File: config.mk
export PLATFORM = sky130hd
export DESIGN_NAME = psrl_front
export DESIGN_NICKNAME = d
export VERILOG_FILES = /design/src/hw/rtl/psrl_pkg.sv /design/src/hw/rtl/psrl_front.sv
export SDC_FILE = /design/constraint.sdc
export NUM_CORES = 1
export LEC_CHECK = 0
export CAP_MARGIN = 20
export CELL_PAD_IN_SITES_DETAIL_PLACEMENT = 1
export CELL_PAD_IN_SITES_GLOBAL_PLACEMENT = 2
export CORE_UTILIZATION = 46
export CTS_CLUSTER_DIAMETER = 50
export DETAILED_ROUTE_END_ITERATION = 8
export DONT_BUFFER_PORTS = 1
export PLACE_DENSITY_LB_ADDON = 0.1
export SYNTH_ARGS = -nofsm -noshare
export SYNTH_HDL_FRONTEND = slang
export SYNTH_SLANG_ARGS = --single-unit
File: constraint.sdc
create_clock -name clk -period 8.2 [get_ports clk]
set_input_delay 0 -clock clk [delete_from_list [all_inputs] [get_ports clk]]
set_output_delay 0 -clock clk [all_outputs]
set_load 0.005 [all_outputs]
File: src/hw/rtl/psrl_pkg.sv
// Shared types, codes and sizes for the per-source rate limiter with blocklist.
// No dependencies; psrl_cam, psrl_front, psrl_back, the top level and the checker import this package.
package psrl_pkg;

    localparam int TABLE_ENTRIES = 64;
    localparam int IDX_W         = $clog2(TABLE_ENTRIES);
    localparam int CFG_IDX_W     = 3;

    // Frame classes
    localparam logic [1:0] KIND_MALFORMED = 2'd0;
    localparam logic [1:0] KIND_NOT_IP    = 2'd1;
    localparam logic [1:0] KIND_IPV4      = 2'd2;
    localparam logic [1:0] KIND_IPV6      = 2'd3;

    // Verdict codes
    localparam logic [2:0] VERD_PASS      = 3'd0;
    localparam logic [2:0] VERD_MALFORMED = 3'd1;
    localparam logic [2:0] VERD_BLOCKED   = 3'd2;
    localparam logic [2:0] VERD_OVER      = 3'd3;
    localparam logic [2:0] VERD_CLASSIFY  = 3'd4;

    // Configuration register indexes
    localparam logic [CFG_IDX_W-1:0] REG_WINDOW_LEN = 3'd0;
    localparam logic [CFG_IDX_W-1:0] REG_PKT_LIMIT  = 3'd1;
    localparam logic [CFG_IDX_W-1:0] REG_BYTE_LIMIT = 3'd2;
    localparam logic [CFG_IDX_W-1:0] REG_BLOCK_DUR  = 3'd3;

    localparam logic [63:0] RST_WINDOW_LEN = 64'd1000000000;
    localparam logic [31:0] RST_PKT_LIMIT  = 32'd1000;
    localparam logic [47:0] RST_BYTE_LIMIT = 48'd125000000;
    localparam logic [63:0] RST_BLOCK_DUR  = 64'd10000000000;

    localparam logic [31:0] MAX_PKTS  = '1;
    localparam logic [47:0] MAX_BYTES = '1;

    typedef struct packed {
        logic        is6;
        logic [63:0] hi;
        logic [63:0] lo;
    } key_t;

    typedef struct packed {
        logic [1:0]  kind;
        logic [63:0] now;
        key_t        key;
        logic [15:0] len;
    } item_t;

    typedef struct packed {
        logic [63:0] wstart;
        logic [47:0] bytes;
        logic [31:0] packets;
    } rate_rec_t;

    typedef struct packed {
        logic                 valid;
        logic [CFG_IDX_W-1:0] index;
        logic [63:0]          data;
    } cfg_wr_t;

    // Update request for one associative table
    typedef struct packed {
        logic             write_en;
        logic             inval_en;
        logic             promote_en;
        logic [IDX_W-1:0] idx;
    } cam_ctl_t;

    typedef enum logic [4:0] {
        ST_IDLE = 5'b00001,
        ST_LOOK = 5'b00010,
        ST_EVAL = 5'b00100,
        ST_LIM  = 5'b01000,
        ST_DONE = 5'b10000
    } back_state_t;

endpackage

File: src/hw/rtl/psrl_front.sv
// Front end: accepts frames, normalizes the source key, queues two items.
// Depends on psrl_pkg.
module psrl_front import psrl_pkg::*; (
    input  logic        clk,
    input  logic        rst_n,
    input  logic        item_valid,
    output logic        item_stall,
    input  logic [1:0]  kind,
    input  logic [63:0] now_ns,
    input  logic [63:0] source_high,
    input  logic [63:0] source_low,
    input  logic [15:0] frame_length,
    input  logic        q_pop,
    output logic        q_empty,
    output item_t       q_item
);

    item_t      slot_reg [2];
    logic       wr_ptr_reg, wr_ptr_next;
    logic       rd_ptr_reg, rd_ptr_next;
    logic [1:0] count_reg, count_next;
    item_t      in_item;
    logic       push;

    // Classify: IPv4 keys keep only the low 32 bits
    always_comb
    begin
        in_item.kind    = kind;
        in_item.now     = now_ns;
        in_item.len     = frame_length;
        in_item.key.is6 = (kind == KIND_IPV6);
        in_item.key.hi  = (kind == KIND_IPV6) ? source_high : '0;
        in_item.key.lo  = (kind == KIND_IPV6) ? source_low : {32'd0, source_low[31:0]};
    end

    assign item_stall = (count_reg == 2'd2);
    assign push       = item_valid && !item_stall;
    assign q_empty    = (count_reg == 2'd0);
    assign q_item     = slot_reg[rd_ptr_reg];

    // Queue pointers
    always_comb
    begin
        wr_ptr_next = wr_ptr_reg ^ push;
        rd_ptr_next = rd_ptr_reg ^ q_pop;
        count_next  = count_reg + {1'b0, push} - {1'b0, q_pop};
    end

    always_ff @(posedge clk or negedge rst_n)
    begin
        if (!rst_n)
        begin
            wr_ptr_reg <= 1'b0;
            rd_ptr_reg <= 1'b0;
            count_reg  <= 2'd0;
        end
        else
        begin
            wr_ptr_reg <= wr_ptr_next;
            rd_ptr_reg <= rd_ptr_next;
            count_reg  <= count_next;
        end
    end

    always_ff @(posedge clk)
    begin
        if (push)
        begin
            slot_reg[wr_ptr_reg] <= in_item;
        end
    end

endmodule

==> impl_metrics.py, run 1 <==
metrics = {
    "detailed_routing": {
        "drtPass1Iterations": 4,
        "wirelength_mm": 37.74,
        "viasPerCell": 5.285,
        "drt.antenna.violating_nets": 0,
        "drt_iter0_markers": 335,
        "routedWlPerCell_um": 24.81,
        "vias": 8038,
        "route.detailed.drc": 0,
    },
    "layout": {
        "stdcell_area_mm2": 0.02094,
        "synthToLayoutAreaGrowth_pct": 23.37,
        "mostFrequentLayoutCell": "edfxtp_1",
        "largest_reg_flops": 422,
        "finalNetCount": 1238,
        "layout_common_cells": "edfxtp_1, dlygate4sd3_1, mux2_4",
        "drive_gt1_share_pct": 27.34,
        "final_cells": 1521,
    },
    "synth": {
        "yosysUniqueCellTypes": 18,
        "synth_nets": 1011,
        "synth_top_family_by_area": "multiplexers",
        "synthSimpleGateAreaFrac_pct": 3.693,
        "netlist_instances": 793,
        "yosys_warnings": 0,
        "ys_seq_area_share_pct": 75.25,
        "ys_top_cells_by_area": "edfxtp_1, mux2_4, and3_1",
        "syn_area_mm2": 0.01697,
        "synth.area.mux_share_pct": 17.98,
        "synth_fa_ha_area_share_pct": 0.2949,
        "synth_top_area_share_pct": 74.66,
        "synth_compound_area_share_pct": 0,
        "yosys.area.top_type": "edfxtp_1",
        "synth_seq_cells": 426,
        "synth_xor_area_share_pct": 0.1548,
        "syn_area_per_cell_um2": 21.40,
    },
    "setup_path": {
        "startpoint": "rd_ptr_reg",
        "critPathRequiredTime_ps": 8200,
        "r2r_start": "count_reg[0]",
        "worstSetupStartpointType": "flip-flop",
        "path_class": "flip-flop to output pin",
        "endpoint_kind": "output pin",
        "arrival_ps": 3690,
        "critPathMaxFanout": 60,
        "reg2reg_slack_ps": 5460,
    },
    "global_routing": {
        "grt.overflow.total": 0,
        "grt_util_all_layers_pct": 19.60,
        "grt_pass1_wl_mm": 55.48,
        "antenna_found_initial": 3,
        "grt_pass1_vias": 8800,
        "grt_start_max_net_pins": 169,
    },
    "pwr": {
        "seq_power_share_pct": 45.2,
        "clkPwrFrac_pct": 28.7,
        "ir_worst_vdd_v": 0.0002163,
        "combPwrFrac_pct": 26.1,
        "switching_share_pct": 27.46,
        "power_density_mw_per_mm2": 337.5,
        "p_sw_mw": 1.941,
        "total_power_mw": 7.068,
        "p_leak_nw": 7.912,
        "internal-power_mw": 5.127,
    },
    "sta": {
        "finalSetupViolCount": 0,
        "tns_ps": 0,
        "fin_crit_ps": 3690,
        "fmax_mhz": 271.0,
        "slew_headroom_pct": 31.88,
        "slew_violations": 0,
        "tightestPinTransition_ps": 1022,
        "period_share_pct": 45.00,
        "report.final.hold_viol_count": 0,
        "finClkSkew_ps": 8.565,
        "rsz0062_at_grt": "no",
    },
    "place": {
        "gp_congestion": 0.7807,
        "place_hpwl_mm": 22.84,
        "dp_cells": 1215,
        "place_area_mm2": 0.01721,
        "portBuffers": 0,
    },
    "clock_tree": {
        "cts.sinks": 426,
        "cts_htree_levels": 2,
        "worst_skew_pair.late_latency_ps": 550,
        "postCtsResizedCells": 0,
        "tritoncts": "yes",
        "cts_buffers": 47,
        "cts_hold_buf": 216,
        "path_clk_slew_ps": 60,
        "cts-root-buf": "clkbuf_16",
        "cts_buffer_depth": 3,
        "cts_setup_buffers": 0,
    },
    "floorplan": {
        "dieWidth_um": 194.1,
        "ios": 427,
        "core_area_mm2": 0.03591,
        "die_area_mm2": 0.03767,
        "start_util_pct": 47.26,
        "num_rows": 69,
        "die_h_um": 194.1,
    },
    "job": {
        "cap_violations": 0,
    },
    "hold_path": {
        "hp-start": "now_ns[31]",
        "min_path_type": "input port to flip-flop",
    },
    "status": {
        "status": "finished, final reports clean",
    },
}
-- worst max-delay path, stage by stage, from the launching register on --
cell and delay, ps:
dfrtp_4 860, buf_4 890, buf_4 920, mux2_4 370
-- per-layer routing --
| layer | global-route usage, % | share of wire, % |
|---|---|---|
| met1 | 22.51 | 38 |
| met2 | 33.53 | 50 |
| met3 | 7.079 | 8.6 |
| met4 | 7.349 | 2.7 |
| met5 | 0 | 0 |
-- kinds of logic after synthesis --
kind of cell | after synthesis
XOR/XNOR | 3
adder cells (fa/ha/maj) | 4
buffers and inverters | 48
flip-flops | 426
multiplexers | 211
AND/OR/NAND/NOR | 101
-- stage by stage --
step	setup slack [ps]	util, %	hold WS, ps
global placement	5189	47.92	-295.4
global route	4293	58.31	73.97
floorplan	2093	-	-295.6
detailed placement	5056	47.92	-295.4
CTS	4457	58.21	51.68
finish	4510	58.31	95.46
-- power groups by stage --
stage | clock, mW | combinational, mW | sequential, mW
finish | 2.03 | 1.85 | 3.19
floorplan | 0 | 1.56 | 3.24
global placement | 0 | 1.72 | 3.21
CTS | 2.07 | 1.87 | 3.19
global route | 2.16 | 1.96 | 3.23
detailed placement | 0 | 1.76 | 3.23
-- layout make-up --
type / instances / area (um^2)
fillers: 3081 / 14970
clock buffers: 57 / 1256
flip-flops and latches: 426 / 12780
diodes: 3 / 7.507
well taps: 461 / 576.8
multi-input cells: 319 / 3780
repair buffers: 222 / 2287
inverters: 4 / 15.01
clock inverters: 29 / 242.7
-- synth_stat cells --
library cell  number
buf_12            11
and3_1            96
clkbuf_1          13
xnor2_1            2
xor2_1             1
dfrtp_1            4
mux2_2            31
clkbuf_2           3
buf_6             10
and2_1             2
inv_1              4
ha_1               4
mux2_4           180
edfxtp_1         422
buf_2              7
nor2_1             1
nand2_1            1
nand2b_1           1
-- path summary, 6_finish.rpt --
kind	to	cells past startpoint
min	slot_reg[0][176]	1
max reg2reg	slot_reg[0][104]	4
max in group asynchronous	rd_ptr_reg	2
min in group asynchronous	count_reg[1]	2
min reg2reg	count_reg[1]	1
max	q_item[140]	3
No activity file was read; power rests on OpenSTA's default activity.
==> inputs of run 2 (changes only) <==
--- a/config.mk
+++ b/config.mk
@@ -8,7 +8,7 @@
 export CAP_MARGIN = 20
 export CELL_PAD_IN_SITES_DETAIL_PLACEMENT = 1
 export CELL_PAD_IN_SITES_GLOBAL_PLACEMENT = 2
-export CORE_UTILIZATION = 46
+export CORE_UTILIZATION = 42
 export CTS_CLUSTER_DIAMETER = 50
 export DETAILED_ROUTE_END_ITERATION = 8
 export DONT_BUFFER_PORTS = 1
==> constraint.sdc (replaced) <==
create_clock -name clk -period 3.35 [get_ports clk]
set_input_delay 0 -clock clk [delete_from_list [all_inputs] [get_ports clk]]
set_output_delay 0 -clock clk [all_outputs]
set_load 0.005 [all_outputs]
==> run 2 against run 1 <==
  * Via count shrank 1.0%
  * Power grew 150%
  * Clock skew grew 0.64 ps
  * Sequential power grew 140%
  * Highest routed layer is now met5
  * Global-route usage shrank 1.6 points
  * Worst setup slack lost 3600 ps
  * Register-to-register slack lost 4300 ps
==> impl_metrics.py, run 2 (synthesis gave the netlist of run 1 again) <==
metrics = {
    "detailed_routing": {
        "drt_iter0_markers": 387,
        "route.detailed.drc": 0,
        "drt.antenna.violating_nets": 0,
        "routedWlPerCell_um": 23.89,
        "viasPerCell": 4.977,
        "drtPass1Iterations": 4,
        "vias": 7954,
        "wirelength_mm": 38.17,
    },
    "clock_tree": {
        "path_clk_slew_ps": 60,
        "tritoncts": "yes",
        "cts_htree_levels": 2,
        "cts-root-buf": "clkbuf_16",
        "cts_buffers": 48,
        "worst_skew_pair.late_latency_ps": 560,
        "cts_buffer_depth": 3,
        "cts.sinks": 426,
    },
    "global_routing": {
        "grt.overflow.total": 0,
        "grt_start_max_net_pins": 100,
        "antenna_found_initial": 3,
        "grt_pass1_wl_mm": 55.43,
        "grt_util_all_layers_pct": 18.00,
        "grt_pass1_vias": 8819,
    },
    "sta": {
        "fmax_mhz": 402.7,
        "slew_headroom_pct": 33.25,
        "finClkSkew_ps": 9.210,
        "report.final.hold_viol_count": 0,
        "fin_crit_ps": 2483,
        "period_share_pct": 74.13,
        "slew_violations": 0,
        "tightestPinTransition_ps": 1001,
        "tns_ps": 0,
        "timing.hold.ws_ps": 87.92,
        "finalSetupViolCount": 0,
        "rsz0062_at_grt": "no",
    },
    "setup_path": {
        "critPathRequiredTime_ps": 3350,
        "endpoint_kind": "output pin",
        "critPathMaxFanout": 49,
        "worstSetupStartpointType": "flip-flop",
        "crit_path_cell_trace": "buf_4 > mux2_4",
        "worstReg2RegEnd": "slot_reg[0][72]",
        "reg2reg_slack_ps": 1200,
        "rr_worst_depth": 4,
        "arrival_ps": 2480,
        "cpPeakStageDelay_ps": 1040,
        "path_class": "flip-flop to output pin",
        "crit_slowest_cell": "dfrtp_4",
        "r2r_start": "count_reg[0]",
    },
    "pwr": {
        "power_density_mw_per_mm2": 825.2,
        "p_leak_nw": 7.973,
        "ir_worst_vdd_v": 0.0005555,
        "total_power_mw": 17.47,
    },
    "hold_path": {
        "min_path_type": "input port to flip-flop",
        "min_path_cells": 1,
        "hp-start": "now_ns[24]",
        "hold_end": "slot_reg[1][169]",
    },
    "place": {
        "place_hpwl_mm": 24.44,
        "place_area_mm2": 0.01746,
        "portBuffers": 0,
        "dp_cells": 1291,
        "gp_congestion": 0.7480,
    },
    "layout": {
        "mostFrequentLayoutCell": "edfxtp_1",
        "layout_common_cells": "edfxtp_1, dlygate4sd3_1, mux2_4",
        "synthToLayoutAreaGrowth_pct": 24.70,
        "finalNetCount": 1250,
        "drive_gt1_share_pct": 28.01,
        "largest_reg_flops": 422,
        "stdcell_area_mm2": 0.02117,
        "final.fill_count": 3590,
        "final_cells": 1598,
    },
    "floorplan": {
        "dieWidth_um": 203.0,
        "num_rows": 73,
        "core_area_mm2": 0.03982,
        "die_area_mm2": 0.04122,
        "start_util_pct": 42.62,
        "ios": 427,
        "die_h_um": 203.0,
    },
    "job": {
        "cap_violations": 0,
    },
    "status": {
        "status": "finished, final reports clean",
    },
}
==> run 2: timing repair <==
| item | 4_1_cts | 5_1_grt |
|---|---|---|
| endpoints found under the hold margin | 430 | 0 |
| buffers inserted | 0 | 0 |
| gates resized for setup | 0 | 0 |
| hold buffers | 216 | 0 |
==> run 2: cell type report <==
type | count | area [um^2] | area share [%]
Multi-Input combinational cell | 319 | 3780 | 17.86
Clock inverter | 32 | 252.7 | 1.194
Tap cell | 525 | 656.9 | 3.103
Inverter | 4 | 15.01 | 0.07093
Antenna cell | 2 | 5.005 | 0.02364
Timing Repair Buffer | 233 | 2425 | 11.46
Clock buffer | 57 | 1256 | 5.935
Sequential cell | 426 | 12780 | 60.36
==> run 2: how the worst max path moves through the flow <==
stage / to / cells past startpoint / slack (ps) / start
floorplan: slot_reg[1][0] / 3 / -450 / count_reg[1]
global placement: slot_reg[0][98] / 4 / 1230 / count_reg[1]
detailed placement: slot_reg[1][95] / 4 / 1170 / count_reg[0]
CTS: q_item[25] / 2 / 800 / rd_ptr_reg
global route: q_item[25] / 2 / 740 / rd_ptr_reg
finish: q_item[25] / 2 / 870 / rd_ptr_reg
==> run 2: where the power goes <==
group	leakage, nW	internal, mW	switching, mW
logic	3.25	2.34	2.37
clock network	0.721	2.92	2.04
registers	4.00	7.32	0.475
total	7.97	12.6	4.89
==> run 2: critical path: cells and delay by family, from the launching register on <==
| kind | cells | cell delay [ps] |
|---|---|---|
| flops | 1 | 1040 |
| buf+inv | 1 | 410 |
| mux | 1 | 350 |
==> run 2: stage by stage <==
stage | worst slack [ps] | utilization, %
5_1_grt | 740.5 | 53.15
2_1_floorplan | -447.6 | -
4_1_cts | 797.1 | 53.14
6_report | 866.6 | 53.15
3_3_place_gp | 1229 | 43.83
3_5_place_dp | 1168 | 43.83
==> run 2: routing by layer <==
layer | global-route usage (%) | vias up | share of wire, %
li1 | - | 3611 | -
met1 | 20.44 | 4016 | 38
met2 | 31.23 | 281 | 51
met3 | 6.709 | 44 | 8.6
met4 | 5.854 | 2 | 1.9
met5 | 0 | - | 0.034
==> inputs of run 3 (changes only) <==
--- a/config.mk
+++ b/config.mk
@@ -8,7 +8,7 @@
 export CAP_MARGIN = 20
 export CELL_PAD_IN_SITES_DETAIL_PLACEMENT = 1
 export CELL_PAD_IN_SITES_GLOBAL_PLACEMENT = 2
-export CORE_UTILIZATION = 42
+export CORE_UTILIZATION = 46
 export CTS_CLUSTER_DIAMETER = 50
 export DETAILED_ROUTE_END_ITERATION = 8
 export DONT_BUFFER_PORTS = 1
==> constraint.sdc (replaced) <==
create_clock -name clk -period 2.3 [get_ports clk]
set_input_delay 0 -clock clk [delete_from_list [all_inputs] [get_ports clk]]
set_output_delay 0 -clock clk [all_outputs]
set_load 0.005 [all_outputs]
==> run 3 against run 2 <==
  * Clock power grew 36%
  * Sequential cell count stayed put
  * Critical endpoint is now q_item[210]
  * Via count shrank 0.23%
  * Highest routed layer is now met4
  * Largest power group unchanged
  * Largest cell class unchanged
  * Wire length fell by 0.94%
==> impl_metrics.py, run 3 (synthesis gave the netlist of run 1 again) <==
metrics = {
    "clock_tree": {
        "path_clk_slew_ps": 60,
        "cts_buffer_depth": 3,
        "cts.sinks": 426,
        "cts_buffers": 46,
        "cts_htree_levels": 2,
        "cts-root-buf": "clkbuf_16",
        "worst_skew_pair.late_latency_ps": 540,
        "tritoncts": "yes",
    },
    "sta": {
        "fmax_mhz": 491.4,
        "finClkSkew_ps": 12.59,
        "report.final.hold_viol_count": 0,
        "setup_slack_ps": 264.8,
        "period_share_pct": 88.49,
        "slew_headroom_pct": 68.64,
        "slew_violations": 0,
        "rsz0062_at_grt": "no",
        "fin_crit_ps": 2035,
        "tightestPinTransition_ps": 470.4,
        "finalSetupViolCount": 0,
    },
    "layout": {
        "synthToLayoutAreaGrowth_pct": 23.79,
        "finalNetCount": 1247,
        "layout_common_cells": "edfxtp_1, dlygate4sd3_1, mux2_4",
        "largest_reg_flops": 422,
        "drive_gt1_share_pct": 27.89,
        "final_cells": 1527,
        "mostFrequentLayoutCell": "edfxtp_1",
    },
    "floorplan": {
        "start_util_pct": 47.26,
        "die_h_um": 194.1,
        "num_rows": 69,
        "dieWidth_um": 194.1,
        "ios": 427,
        "core_area_mm2": 0.03591,
        "die_area_mm2": 0.03767,
    },
    "setup_path": {
        "path_class": "flip-flop to output pin",
        "crit_path_cell_trace": "buf_12 > mux2_2",
        "arrival_ps": 2040,
        "cp_num_buf_inv": 1,
        "endpoint_kind": "output pin",
        "path_depth": 2,
        "cpPeakStageDelay_ps": 670,
        "crit_slowest_cell": "dfrtp_4",
        "rr_worst_depth": 4,
        "critPathRequiredTime_ps": 2300,
        "path_delay_family": "flip-flops",
        "critPathMaxFanout": 46,
        "worstSetupStartpointType": "flip-flop",
    },
    "pwr": {
        "p_leak_nw": 7.940,
        "total_power_mw": 24.99,
        "combPwrFrac_pct": 28.0,
        "seq_power_share_pct": 44.9,
        "p_sw_mw": 7.012,
        "switching_share_pct": 28.06,
        "ir_worst_vdd_v": 0.001106,
        "clkPwrFrac_pct": 27.1,
        "internal-power_mw": 17.98,
        "power_density_mw_per_mm2": 1189,
    },
    "detailed_routing": {
        "drt.antenna.violating_nets": 0,
        "vias": 7936,
        "routedWlPerCell_um": 24.76,
        "route.detailed.drc": 0,
        "drt_iter0_markers": 304,
        "drtPass1Iterations": 4,
        "wirelength_mm": 37.81,
        "viasPerCell": 5.197,
    },
    "place": {
        "gp_congestion": 0.7458,
        "place_hpwl_mm": 23.96,
        "dp_cells": 1226,
        "dp_slack_ps": 477.9,
        "portBuffers": 0,
    },
    "global_routing": {
        "grt_pass1_wl_mm": 56.12,
        "grtUsageMet1_pct": 22.50,
        "grt_start_max_net_pins": 100,
        "grt_util_all_layers_pct": 19.79,
        "busiest_layer": "met2",
        "grt.overflow.total": 0,
        "use_met2_pct": 34.19,
        "grtUsageMet3_pct": 7.219,
        "grt_pass1_vias": 8850,
        "antenna_found_initial": 1,
    },
    "hold_path": {
        "min_path_cells": 1,
        "min_path_type": "input port to flip-flop",
    },
    "status": {
        "status": "finished, final reports clean",
    },
    "job": {
        "cap_violations": 0,
    },
}
[run 3: power groups by stage]
stage | logic (mW) | clock network (mW) | registers [mW]
2_1_floorplan | 5.60 | 0 | 11.2
3_3_place_gp | 6.60 | 0 | 11.2
3_5_place_dp | 6.72 | 0 | 11.4
4_1_cts | 7.14 | 6.94 | 11.2
5_1_grt | 7.43 | 7.23 | 11.4
6_report | 7.00 | 6.77 | 11.2
[run 3: layer usage]
layer / routed length [um] / part of all wire (%) / vias up
met5: 0 / 0 / -
met4: 1126 / 3.0 / 0
met3: 3152 / 8.3 / 69
met2: 19300 / 51 / 304
met1: 14230 / 38 / 3966
li1: - / - / 3597
[run 3: final cells by class]
class / count / area (um^2)
Sequential cell: 426 / 12780
Fill cell: 3070 / 14900
Tap cell: 461 / 576.8
Clock inverter: 24 / 136.4
Timing Repair Buffer: 232 / 2455
Multi-Input combinational cell: 319 / 3782
Inverter: 4 / 15.01
Clock buffer: 60 / 1267
Antenna cell: 1 / 2.502
[run 3: worst reg2reg max path: cells and delay by family (launching register included)]
kind / cells / cell delay, ps
buffers and inverters: 1 / 450
flip-flops: 1 / 410
AND/OR/NAND/NOR: 2 / 330
adder cells (fa/ha/maj): 1 / 250
[run 3: repair_timing]
action	in CTS	in global routing
gates resized for setup	0	0
hold buffers	216	0
buffers inserted	0	0
hold endpoints to repair	435	0
[run 3: final timing paths]
| path | endpoint | slack [ps] | startpoint |
|---|---|---|---|
| hold / removal | slot_reg[1][3] | 110 | frame_length[3] |
| setup reg to reg | slot_reg[1][152] | 480 | count_reg[1] |
| min in group asynchronous | count_reg[1] | 280 | rst_n |
| hold reg to reg | count_reg[1] | 520 | count_reg[1] |
| max in group asynchronous | rd_ptr_reg | 1810 | rst_n |
| setup / recovery | q_item[210] | 260 | rd_ptr_reg |
[run 3: stage by stage]
step / area (um^2) / setup TNS [ps] / utilization [%] / hold slack (ps)
floorplan: 17000 / -140610 / - / -295.6
global placement: 17410 / 0 / 48.47 / -295.2
detailed placement: 17410 / 0 / 48.47 / -295.2
CTS: 21010 / 0 / 58.50 / 71.10
global route: 21010 / 0 / 58.50 / 91.18
finish: 21010 / 0 / 58.50 / 111.5
